### src/sv/ucitok_pkg.sv
// ----------------------------------------------------------------------------
// ucitok_pkg: shared types and constants of the command tokenizer
// request structs, token view, class codes, keyword table and byte tests
// ----------------------------------------------------------------------------
package ucitok_pkg;

	localparam int HELD_CHARS = 10;
	localparam int NUM_KW     = 23;
	localparam int FIFO_DEPTH = 4;
	localparam int FIFO_PTR_W = $clog2(FIFO_DEPTH);

	typedef logic [4:0] cls_t;

	localparam cls_t CLS_MOVE    = 5'd23;
	localparam cls_t CLS_FEN     = 5'd24;
	localparam cls_t CLS_INT     = 5'd25;
	localparam cls_t CLS_STRING  = 5'd26;
	localparam cls_t CLS_END     = 5'd27;
	localparam cls_t CLS_UNKNOWN = 5'd28;

	localparam logic [7:0] CH_SPACE = 8'h20;
	localparam logic [7:0] CH_SLASH = 8'h2F;
	localparam logic [7:0] CH_ZERO  = 8'h30;
	localparam logic [7:0] CH_LF    = 8'h0A;
	localparam logic [7:0] CH_CR    = 8'h0D;
	localparam logic [3:0] MAX_SLASHES = 4'd15;
	localparam logic [3:0] FEN_SLASHES = 4'd7;

	// keyword text, right-justified, first character in the highest used byte
	localparam logic [8*HELD_CHARS-1:0] KW_TEXT [NUM_KW] = '{
		"position", "moves", "uci", "go", "quit", "debug", "isready",
		"register", "setoption", "ucinewgame", "id", "bestmove", "on", "off",
		"stop", "startpos", "-", "depth", "set", "wtime", "btime", "winc", "binc"
	};
	localparam logic [3:0] KW_LEN [NUM_KW] = '{
		4'd8, 4'd5, 4'd3, 4'd2, 4'd4, 4'd5, 4'd7, 4'd8, 4'd9, 4'd10, 4'd2, 4'd8,
		4'd2, 4'd3, 4'd4, 4'd8, 4'd1, 4'd5, 4'd3, 4'd5, 4'd5, 4'd4, 4'd4
	};

	typedef struct packed {
		logic [7:0] char_byte;
		logic       end_of_line;
	} cmd_t;

	typedef struct packed {
		cls_t       token_class;
		logic [7:0] token_length;
		logic       last_of_line;
	} result_t;

	// token as seen by the classifier
	typedef struct packed {
		logic [7:0]                 len;
		logic [HELD_CHARS-1:0][7:0] chars;
		logic [3:0]                 slashes;
		logic                       all_digits;
		logic                       all_letters;
	} tok_view_t;

	function automatic logic is_digit(logic [7:0] c);
		return (c >= 8'h30) && (c <= 8'h39);
	endfunction

	function automatic logic is_alpha(logic [7:0] c);
		return ((c >= 8'h41) && (c <= 8'h5A)) || ((c >= 8'h61) && (c <= 8'h7A));
	endfunction

	function automatic logic is_promo(logic [7:0] c);
		return (c == "Q") || (c == "q") || (c == "N") || (c == "n") ||
		       (c == "B") || (c == "b") || (c == "R") || (c == "r");
	endfunction

	function automatic logic kw_hit(tok_view_t t, int k);
		logic                       hit;
		logic [8*HELD_CHARS-1:0]    txt;
		int                         l;
		int                         j;
		txt = KW_TEXT[k];
		l   = int'(KW_LEN[k]);
		hit = (t.len == {4'd0, KW_LEN[k]});
		for (int i = 0; i < HELD_CHARS; i++) begin
			j = (i < l) ? (l - 1 - i) : 0;
			if ((i < l) && (t.chars[i] != txt[j*8 +: 8]))
				hit = 1'b0;
		end
		return hit;
	endfunction

endpackage

### src/sv/ucitok_accum.sv
// ----------------------------------------------------------------------------
// ucitok_accum: per-token state
// counts characters, keeps the leading bytes and running flags, clears at
// each token end
// ----------------------------------------------------------------------------
module ucitok_accum #(
	parameter int MAX_TOKEN_LEN = 255
) (
	input  logic                 clk,
	input  logic                 arst_n,
	input  logic                 step,
	input  ucitok_pkg::cmd_t     cmd,
	output logic                 emit,
	output ucitok_pkg::tok_view_t view
);

	localparam int CountW = $clog2(MAX_TOKEN_LEN + 1);

	logic [CountW-1:0]                      cnt_q, cnt_add, cnt_v;
	logic [ucitok_pkg::HELD_CHARS-1:0][7:0] chars_q, chars_add;
	logic [3:0]                             slash_q, slash_add;
	logic                                   dig_q, dig_add;
	logic                                   alp_q, alp_add;
	logic                                   space;

	assign space = (cmd.char_byte == ucitok_pkg::CH_SPACE);
	assign emit  = space || cmd.end_of_line;

	// state with the current byte appended
	always_comb begin
		cnt_add   = cnt_q;
		chars_add = chars_q;
		slash_add = slash_q;
		for (int i = 0; i < ucitok_pkg::HELD_CHARS; i++) begin
			if (cnt_q == CountW'(i))
				chars_add[i] = cmd.char_byte;
		end
		if (cnt_q != CountW'(MAX_TOKEN_LEN))
			cnt_add = cnt_q + CountW'(1);
		if ((cmd.char_byte == ucitok_pkg::CH_SLASH) && (slash_q != ucitok_pkg::MAX_SLASHES))
			slash_add = slash_q + 4'd1;
		dig_add = dig_q && ucitok_pkg::is_digit(cmd.char_byte);
		alp_add = alp_q && ucitok_pkg::is_alpha(cmd.char_byte);
	end

	// a space closes the token as it stands, any other byte joins it first
	always_comb begin
		cnt_v            = space ? cnt_q : cnt_add;
		view.len         = (32'(cnt_v) > 32'd255) ? 8'hFF : 8'(cnt_v);
		view.chars       = space ? chars_q : chars_add;
		view.slashes     = space ? slash_q : slash_add;
		view.all_digits  = space ? dig_q : dig_add;
		view.all_letters = space ? alp_q : alp_add;
	end

	always_ff @(posedge clk or negedge arst_n) begin
		if (!arst_n) begin
			cnt_q   <= '0;
			chars_q <= '0;
			slash_q <= '0;
			dig_q   <= 1'b1;
			alp_q   <= 1'b1;
		end else if (step) begin
			if (emit) begin
				cnt_q   <= '0;
				chars_q <= '0;
				slash_q <= '0;
				dig_q   <= 1'b1;
				alp_q   <= 1'b1;
			end else begin
				cnt_q   <= cnt_add;
				chars_q <= chars_add;
				slash_q <= slash_add;
				dig_q   <= dig_add;
				alp_q   <= alp_add;
			end
		end
	end

endmodule

### src/sv/ucitok_classify.sv
// ----------------------------------------------------------------------------
// ucitok_classify: token classifier
// keywords first, then move, fen body, integer, string, line end, unknown
// ----------------------------------------------------------------------------
module ucitok_classify (
	input  ucitok_pkg::tok_view_t view,
	output ucitok_pkg::cls_t      token_class
);

	logic                  kw_any;
	ucitok_pkg::cls_t      kw_cls;
	logic                  zeros, pattern, move, lone_eol;

	// keyword strings are distinct, lowest index kept anyway
	always_comb begin
		kw_any = 1'b0;
		kw_cls = '0;
		for (int k = ucitok_pkg::NUM_KW - 1; k >= 0; k--) begin
			if (ucitok_pkg::kw_hit(view, k)) begin
				kw_any = 1'b1;
				kw_cls = ucitok_pkg::cls_t'(k);
			end
		end
	end

	always_comb begin
		zeros = (view.len == 8'd4) &&
		        (view.chars[0] == ucitok_pkg::CH_ZERO) && (view.chars[1] == ucitok_pkg::CH_ZERO) &&
		        (view.chars[2] == ucitok_pkg::CH_ZERO) && (view.chars[3] == ucitok_pkg::CH_ZERO);
		pattern = ucitok_pkg::is_alpha(view.chars[0]) && ucitok_pkg::is_digit(view.chars[1]) &&
		          ucitok_pkg::is_alpha(view.chars[2]) && ucitok_pkg::is_digit(view.chars[3]);
		move = zeros || (pattern && ((view.len == 8'd4) ||
		        ((view.len == 8'd5) && ucitok_pkg::is_promo(view.chars[4]))));
		lone_eol = (view.len == 8'd1) &&
		           ((view.chars[0] == ucitok_pkg::CH_LF) || (view.chars[0] == ucitok_pkg::CH_CR));
	end

	always_comb begin
		priority if (kw_any)
			token_class = kw_cls;
		else if (move)
			token_class = ucitok_pkg::CLS_MOVE;
		else if (view.slashes == ucitok_pkg::FEN_SLASHES)
			token_class = ucitok_pkg::CLS_FEN;
		else if (view.all_digits)
			token_class = ucitok_pkg::CLS_INT;
		else if (view.all_letters)
			token_class = ucitok_pkg::CLS_STRING;
		else if (lone_eol)
			token_class = ucitok_pkg::CLS_END;
		else
			token_class = ucitok_pkg::CLS_UNKNOWN;
	end

endmodule

### src/sv/ucitok_fifo.sv
// ----------------------------------------------------------------------------
// ucitok_fifo: result queue
// takes up to two results a cycle, hands out one
// ----------------------------------------------------------------------------
module ucitok_fifo (
	input  logic                clk,
	input  logic                arst_n,
	input  logic                push0,
	input  logic                push1,
	input  ucitok_pkg::result_t d0,
	input  ucitok_pkg::result_t d1,
	output logic                room,
	output logic                valid,
	input  logic                ready,
	output ucitok_pkg::result_t head
);

	localparam int PtrW = ucitok_pkg::FIFO_PTR_W;

	ucitok_pkg::result_t mem [ucitok_pkg::FIFO_DEPTH];
	logic [PtrW-1:0]     wp_q, rp_q;
	logic [PtrW:0]       cnt_q;
	logic                pop;

	assign valid = (cnt_q != '0);
	assign head  = mem[rp_q];
	assign pop   = valid && ready;
	// two free slots needed whatever the pop does
	assign room  = (32'(cnt_q) <= ucitok_pkg::FIFO_DEPTH - 2);

	always_ff @(posedge clk) begin
		if (push0)
			mem[wp_q] <= d0;
		if (push1)
			mem[wp_q + PtrW'(1)] <= d1;
	end

	always_ff @(posedge clk or negedge arst_n) begin
		if (!arst_n) begin
			wp_q  <= '0;
			rp_q  <= '0;
			cnt_q <= '0;
		end else begin
			wp_q  <= wp_q + PtrW'(push0) + PtrW'(push1);
			rp_q  <= rp_q + PtrW'(pop);
			cnt_q <= cnt_q + (PtrW+1)'(push0) + (PtrW+1)'(push1) - (PtrW+1)'(pop);
		end
	end

endmodule

### src/sv/uci_command_tokenizer_top.sv
// ----------------------------------------------------------------------------
// uci_command_tokenizer_top: command line tokenizer
// splits a byte stream at spaces, classifies each token, closes each line
// ----------------------------------------------------------------------------
// the input register holds each accepted byte; once the queue has room for both
// its results they are written to the queue, from whose head they are offered
// throughput: one byte per cycle while the queue has room; a final byte yields
// two results, so a run of final bytes is held back by the single-result port
// the four-entry result queue lets input run on while results wait
// reset: asynchronous, clears the token state, the input stage and the queue
module uci_command_tokenizer_top #(
	parameter int MAX_TOKEN_LEN = 255
) (
	input  logic                clk,
	input  logic                arst_n,
	input  logic                cmd_valid,
	output logic                cmd_ready,
	input  ucitok_pkg::cmd_t    cmd,
	output logic                tok_valid,
	input  logic                tok_ready,
	output ucitok_pkg::result_t tok
);

	// input register stage
	ucitok_pkg::cmd_t      cmd_s1;
	logic                  valid_s1;
	// processing of the held byte
	logic                  fire;
	logic                  emit;
	logic                  room;
	ucitok_pkg::tok_view_t view;
	ucitok_pkg::cls_t      cls;
	ucitok_pkg::result_t   res_tok, res_end;

	// held byte is processed once the queue has space for both its results
	assign fire      = valid_s1 && room;
	assign cmd_ready = !valid_s1 || fire;

	always_ff @(posedge clk or negedge arst_n) begin
		if (!arst_n)
			valid_s1 <= 1'b0;
		else if (cmd_ready)
			valid_s1 <= cmd_valid;
	end

	// payload needs no reset
	always_ff @(posedge clk) begin
		if (cmd_valid && cmd_ready)
			cmd_s1 <= cmd;
	end

	ucitok_accum #(
		.MAX_TOKEN_LEN(MAX_TOKEN_LEN)
	) u_accum (
		.clk   (clk),
		.arst_n(arst_n),
		.step  (fire),
		.cmd   (cmd_s1),
		.emit  (emit),
		.view  (view)
	);

	ucitok_classify u_classify (
		.view       (view),
		.token_class(cls)
	);

	// token result, then the end token on the final byte of a line
	always_comb begin
		res_tok.token_class  = cls;
		res_tok.token_length = view.len;
		res_tok.last_of_line = 1'b0;
		res_end.token_class  = ucitok_pkg::CLS_END;
		res_end.token_length = 8'd0;
		res_end.last_of_line = 1'b1;
	end

	ucitok_fifo u_fifo (
		.clk   (clk),
		.arst_n(arst_n),
		.push0 (fire && emit),
		.push1 (fire && cmd_s1.end_of_line),
		.d0    (res_tok),
		.d1    (res_end),
		.room  (room),
		.valid (tok_valid),
		.ready (tok_ready),
		.head  (tok)
	);

endmodule
### config.mk
export PLATFORM = sky130hd
export DESIGN_NAME = uci_command_tokenizer_top
export DESIGN_NICKNAME = d
export VERILOG_FILES = /design/src/sv/ucitok_pkg.sv /design/src/sv/ucitok_accum.sv /design/src/sv/ucitok_classify.sv /design/src/sv/ucitok_fifo.sv /design/src/sv/uci_command_tokenizer_top.sv
export SDC_FILE = /design/constraint.sdc
export NUM_CORES = 1
export LEC_CHECK = 0
export ABC_AREA = 1
export BUFFER_PORTS_ARGS = -buffer_cell sky130_fd_sc_hd__buf_4
export CELL_PAD_IN_SITES_DETAIL_PLACEMENT = 0
export CELL_PAD_IN_SITES_GLOBAL_PLACEMENT = 1
export CORE_ASPECT_RATIO = 0.75
export CORE_MARGIN = 2
export CORE_UTILIZATION = 35
export DETAILED_ROUTE_END_ITERATION = 8
export GPL_ROUTABILITY_DRIVEN = 1
export HOLD_SLACK_MARGIN = 0.02
export PLACE_DENSITY = 0.7
export SLEW_MARGIN = 10
export SYNTH_ARGS = -nofsm -noshare
export SYNTH_HDL_FRONTEND = slang
export SYNTH_SLANG_ARGS = --single-unit
### constraint.sdc
create_clock -name clk -period 6 [get_ports clk]
set_input_delay 1.2 -clock clk [delete_from_list [all_inputs] [get_ports clk]]
set_output_delay 1.2 -clock clk [all_outputs]
set_load 0.05 [all_outputs]
==> results.sh <==
export IMPL_multiInputGateArea_mm2=0.00729
export IMPL_min_from="u_fifo.mem[0][0]$_SDFFE_PP1P_"
export IMPL_ios=29
export IMPL_clock_sinks=167
export IMPL_async_reset_ff_frac=0.611
export IMPL_yosysSeqAreaShare=0.316
export IMPL_drc=0
export IMPL_ys_ff_latch=167
export IMPL_vias=13327
export IMPL_die_x_um=222
export IMPL_ant_nets=0
export IMPL_worst_endpoint_required_ns=6.32
export IMPL_cp_slowest_cell="inv_1"
export IMPL_start_util=0.358
export IMPL_cap_viol_max_count=0
export IMPL_worstPathArrival_ns=4.85
export IMPL_design_core_area_mm2=0.0349
export IMPL_startpoint_type="register"
export IMPL_antenna_found_initial=0
export IMPL_finalMaxSlewViolations=0
export IMPL_clockBufferDepth=2
export IMPL_worst_path_max_fanout=11
export IMPL_yosys_warnings=0
export IMPL_end_kind="register"
export IMPL_final_nets=1973
export IMPL_synth_area_leader_cell="dfrtp_1"
export IMPL_grt_max_degree=72
export IMPL_slew_headroom=0.259
export IMPL_clockRootBuffer="clkbuf_16"
export IMPL_startpoint="cmd_s1[2]$_DFFE_PP_"
export IMPL_status="finished, final reports clean"
export IMPL_ys_types=51
export IMPL_peakVddDrop_v=0.000340
export IMPL_cts_setup_buffers=0
export IMPL_syn_inst=1955
export IMPL_setup_viol=0
export IMPL_synth_edf_count=9
export IMPL_dieArea_mm2=0.0372
export IMPL_syn_area_per_cell_um2=6.39
export IMPL_hold_class="reg2reg"
export IMPL_gr_usage_all_layers=0.270
export IMPL_final_seq_area_mm2=0.00395
export IMPL_post_dp_hpwl_um=37400
export IMPL_vias_per_cell=5.51
export IMPL_rsz0062_at_grt="no"
export IMPL_path_clk_slew_ns=0.08
export IMPL_wl_per_cell_um=20.6
export IMPL_synth_top_cell_area_share=0.200
export IMPL_critPathBufInv=3
export IMPL_gp_congestion=1.03
export IMPL_synth_area_top_cells="dfrtp_1 20%, nand2_1 17%, dfxtp_1 9.0%"
export IMPL_crit_chain="inv_1 > nand2_1 > nor2_1 > nand2_1 > inv_1 > nand2_1 > o21ai_1 > nand2_1 > inv_1 > nand3_1 > nor2_1 > nand4_1 > o21ai_1 > nor2_1 > nand2_2 > nor2_4 > nand2_4 > nor2_4 > nor2_2 > o21ai_1"
export IMPL_ctsResizeCount=0
export IMPL_dr_first_iter_drc_count=1652
export IMPL_power_density_mw_per_mm2=486
export IMPL_syn_area_mm2=0.0125
export IMPL_ys_flop_type="dfrtp_1"
export IMPL_p_leak_nw=5.91
export IMPL_nFillCells=3788
export IMPL_grt_pass1_wl_um=76500
export IMPL_global_route_overflow_total=0
export IMPL_drt_wl_total_um=49900
export IMPL_finalHoldViolations=0
export IMPL_h_tree_depth=4
export IMPL_critical_path_top_delay_family="simple AND/OR/NAND/NOR gates"
export IMPL_cpPeakStageDelay_ns=0.58
export IMPL_cts_tree="built"
export IMPL_setup_tns_ns=0
export IMPL_min_period_ns=4.53
export IMPL_max_freq_mhz=221
export IMPL_synth_most_common_cell="nand2_1"
export IMPL_finClkSkew_ns=0.0181
export IMPL_core_rowCount=59
export IMPL_drive_above_1_share=0.117
export IMPL_clkLatencyLatePin_ns=0.46
export IMPL_grt_pass1_vias=12538
export IMPL_hold_buffers=0
export IMPL_tightest_slew_ns=1.11
export IMPL_port_buffers=28
export IMPL_fin_crit_sh=0.755
export IMPL_reg2reg_from="cmd_s1[2]$_DFFE_PP_"
export IMPL_yosys_top_cells_count="550 x nand2_1, 211 x nor2_1, 181 x inv_1"
export IMPL_hold_ws_ns=0.450
export IMPL_syn_num_nets=1979
export IMPL_syn_to_final_growth_pct=8.55
export IMPL_dieHeight_um=168
export IMPL_cp_common_cell="nand2_1"
export IMPL_worstSetupPathType="reg2reg"
export IMPL_drt_pass1_iter_count=5
export IMPL_finalPower_w=0.00659
export IMPL_antenna_cells=0
export IMPL_cts_made_buffers=17
-- report_power, final --
| group | internal [W] | switching, W | leakage, nW |
|---|---|---|---|
| clock network | 0.000555 | 0.000567 | 0.286 |
| logic | 0.000968 | 0.00279 | 3.69 |
| registers | 0.00149 | 0.000226 | 1.94 |
-- kinds of logic (layout without fill, tap and decap cells) --
family | Yosys count | after routing | synth area share
simple gates | 1167 | 1167 | 0.425
compound gates | 322 | 322 | 0.141
buf+inv | 283 | 290 | 0.102
flops | 167 | 167 | 0.316
fa+ha+maj | 11 | 11 | 0.0128
xor+xnor | 5 | 5 | 0.00351
-- worst min-delay path, delay by kind of cell, from the launching register on --
| kind | cells | cell delay [ns] |
|---|---|---|
| AND/OR/NAND/NOR | 2 | 0.10 |
| flip-flops | 1 | 0.33 |
-- registers in the layout (all words and copies together), names as in the netlist --
name,flops
u_accum.dig_q,1
u_fifo.rp_q,2
cmd_s1,9
valid_s1,1
u_fifo.mem,56
u_accum.alp_q,1
u_fifo.cnt_q,3
u_accum.chars_q,80
u_accum.slash_q,4
u_accum.cnt_q,8
u_fifo.wp_q,2
-- metal layers --
layer / share of wire / track usage / vias up
met2: 0.40 / 0.374 / 573
met5: 0 / 0 / -
met1: 0.49 / 0.404 / 6301
met4: 0.014 / 0.0585 / 0
met3: 0.10 / 0.0837 / 38
li1: - / - / 6415
-- path summary, 6_finish.rpt --
check,cells past startpoint,slack (ns),to
max,20,1.47,u_fifo.mem[3][12]$_SDFFE_PP1P_
min,2,0.45,u_fifo.mem[0][0]$_SDFFE_PP1P_
max reg2reg,20,1.47,u_fifo.mem[3][12]$_SDFFE_PP1P_
min reg2reg,2,0.45,u_fifo.mem[0][0]$_SDFFE_PP1P_
max in group asynchronous,2,3.87,u_accum.chars_q[6]$_DFFE_PN0P_
min in group asynchronous,1,0.79,u_fifo.cnt_q[2]$_DFF_PN0_
-- layout by cell type, fill, tap and decap left out, drive strengths merged, types with 2 or more instances in the layout --
master and n:
nand2 608, nor2 257, inv 216, nand3 184, o21ai 167, dfrtp 100
o22ai 70, a21oi 68, dfxtp 56, nor3 50, nand4 49, buf 47
clkbuf 17, o21bai 11, clkinv 10, nor4 9, edfxtp 9, ha 8
xor2 4, nand3b 4, and2 4, fa 3, dfstp 2
-- cell type report --
| type | count | area share |
|---|---|---|
| Tap cell | 457 | 0.0422 |
| Multi-Input combinational cell | 1505 | 0.538 |
| Timing Repair Buffer | 47 | 0.0270 |
| Clock inverter | 15 | 0.0110 |
| Sequential cell | 167 | 0.291 |
| Inverter | 211 | 0.0592 |
| Clock buffer | 17 | 0.0314 |
-- stage by stage --
stage	cells	instance area, µm²	util	setup slack (ns)
after floorplan	1955	12500	-	2.80
after detailed placement	2387	13000	0.372	1.66
final	2419	13600	0.388	1.47
after global placement	2387	13000	0.372	1.64
after CTS	2419	13600	0.388	1.64
after global routing	2419	13600	0.388	1.22
Power figures use the tool's default switching activity.
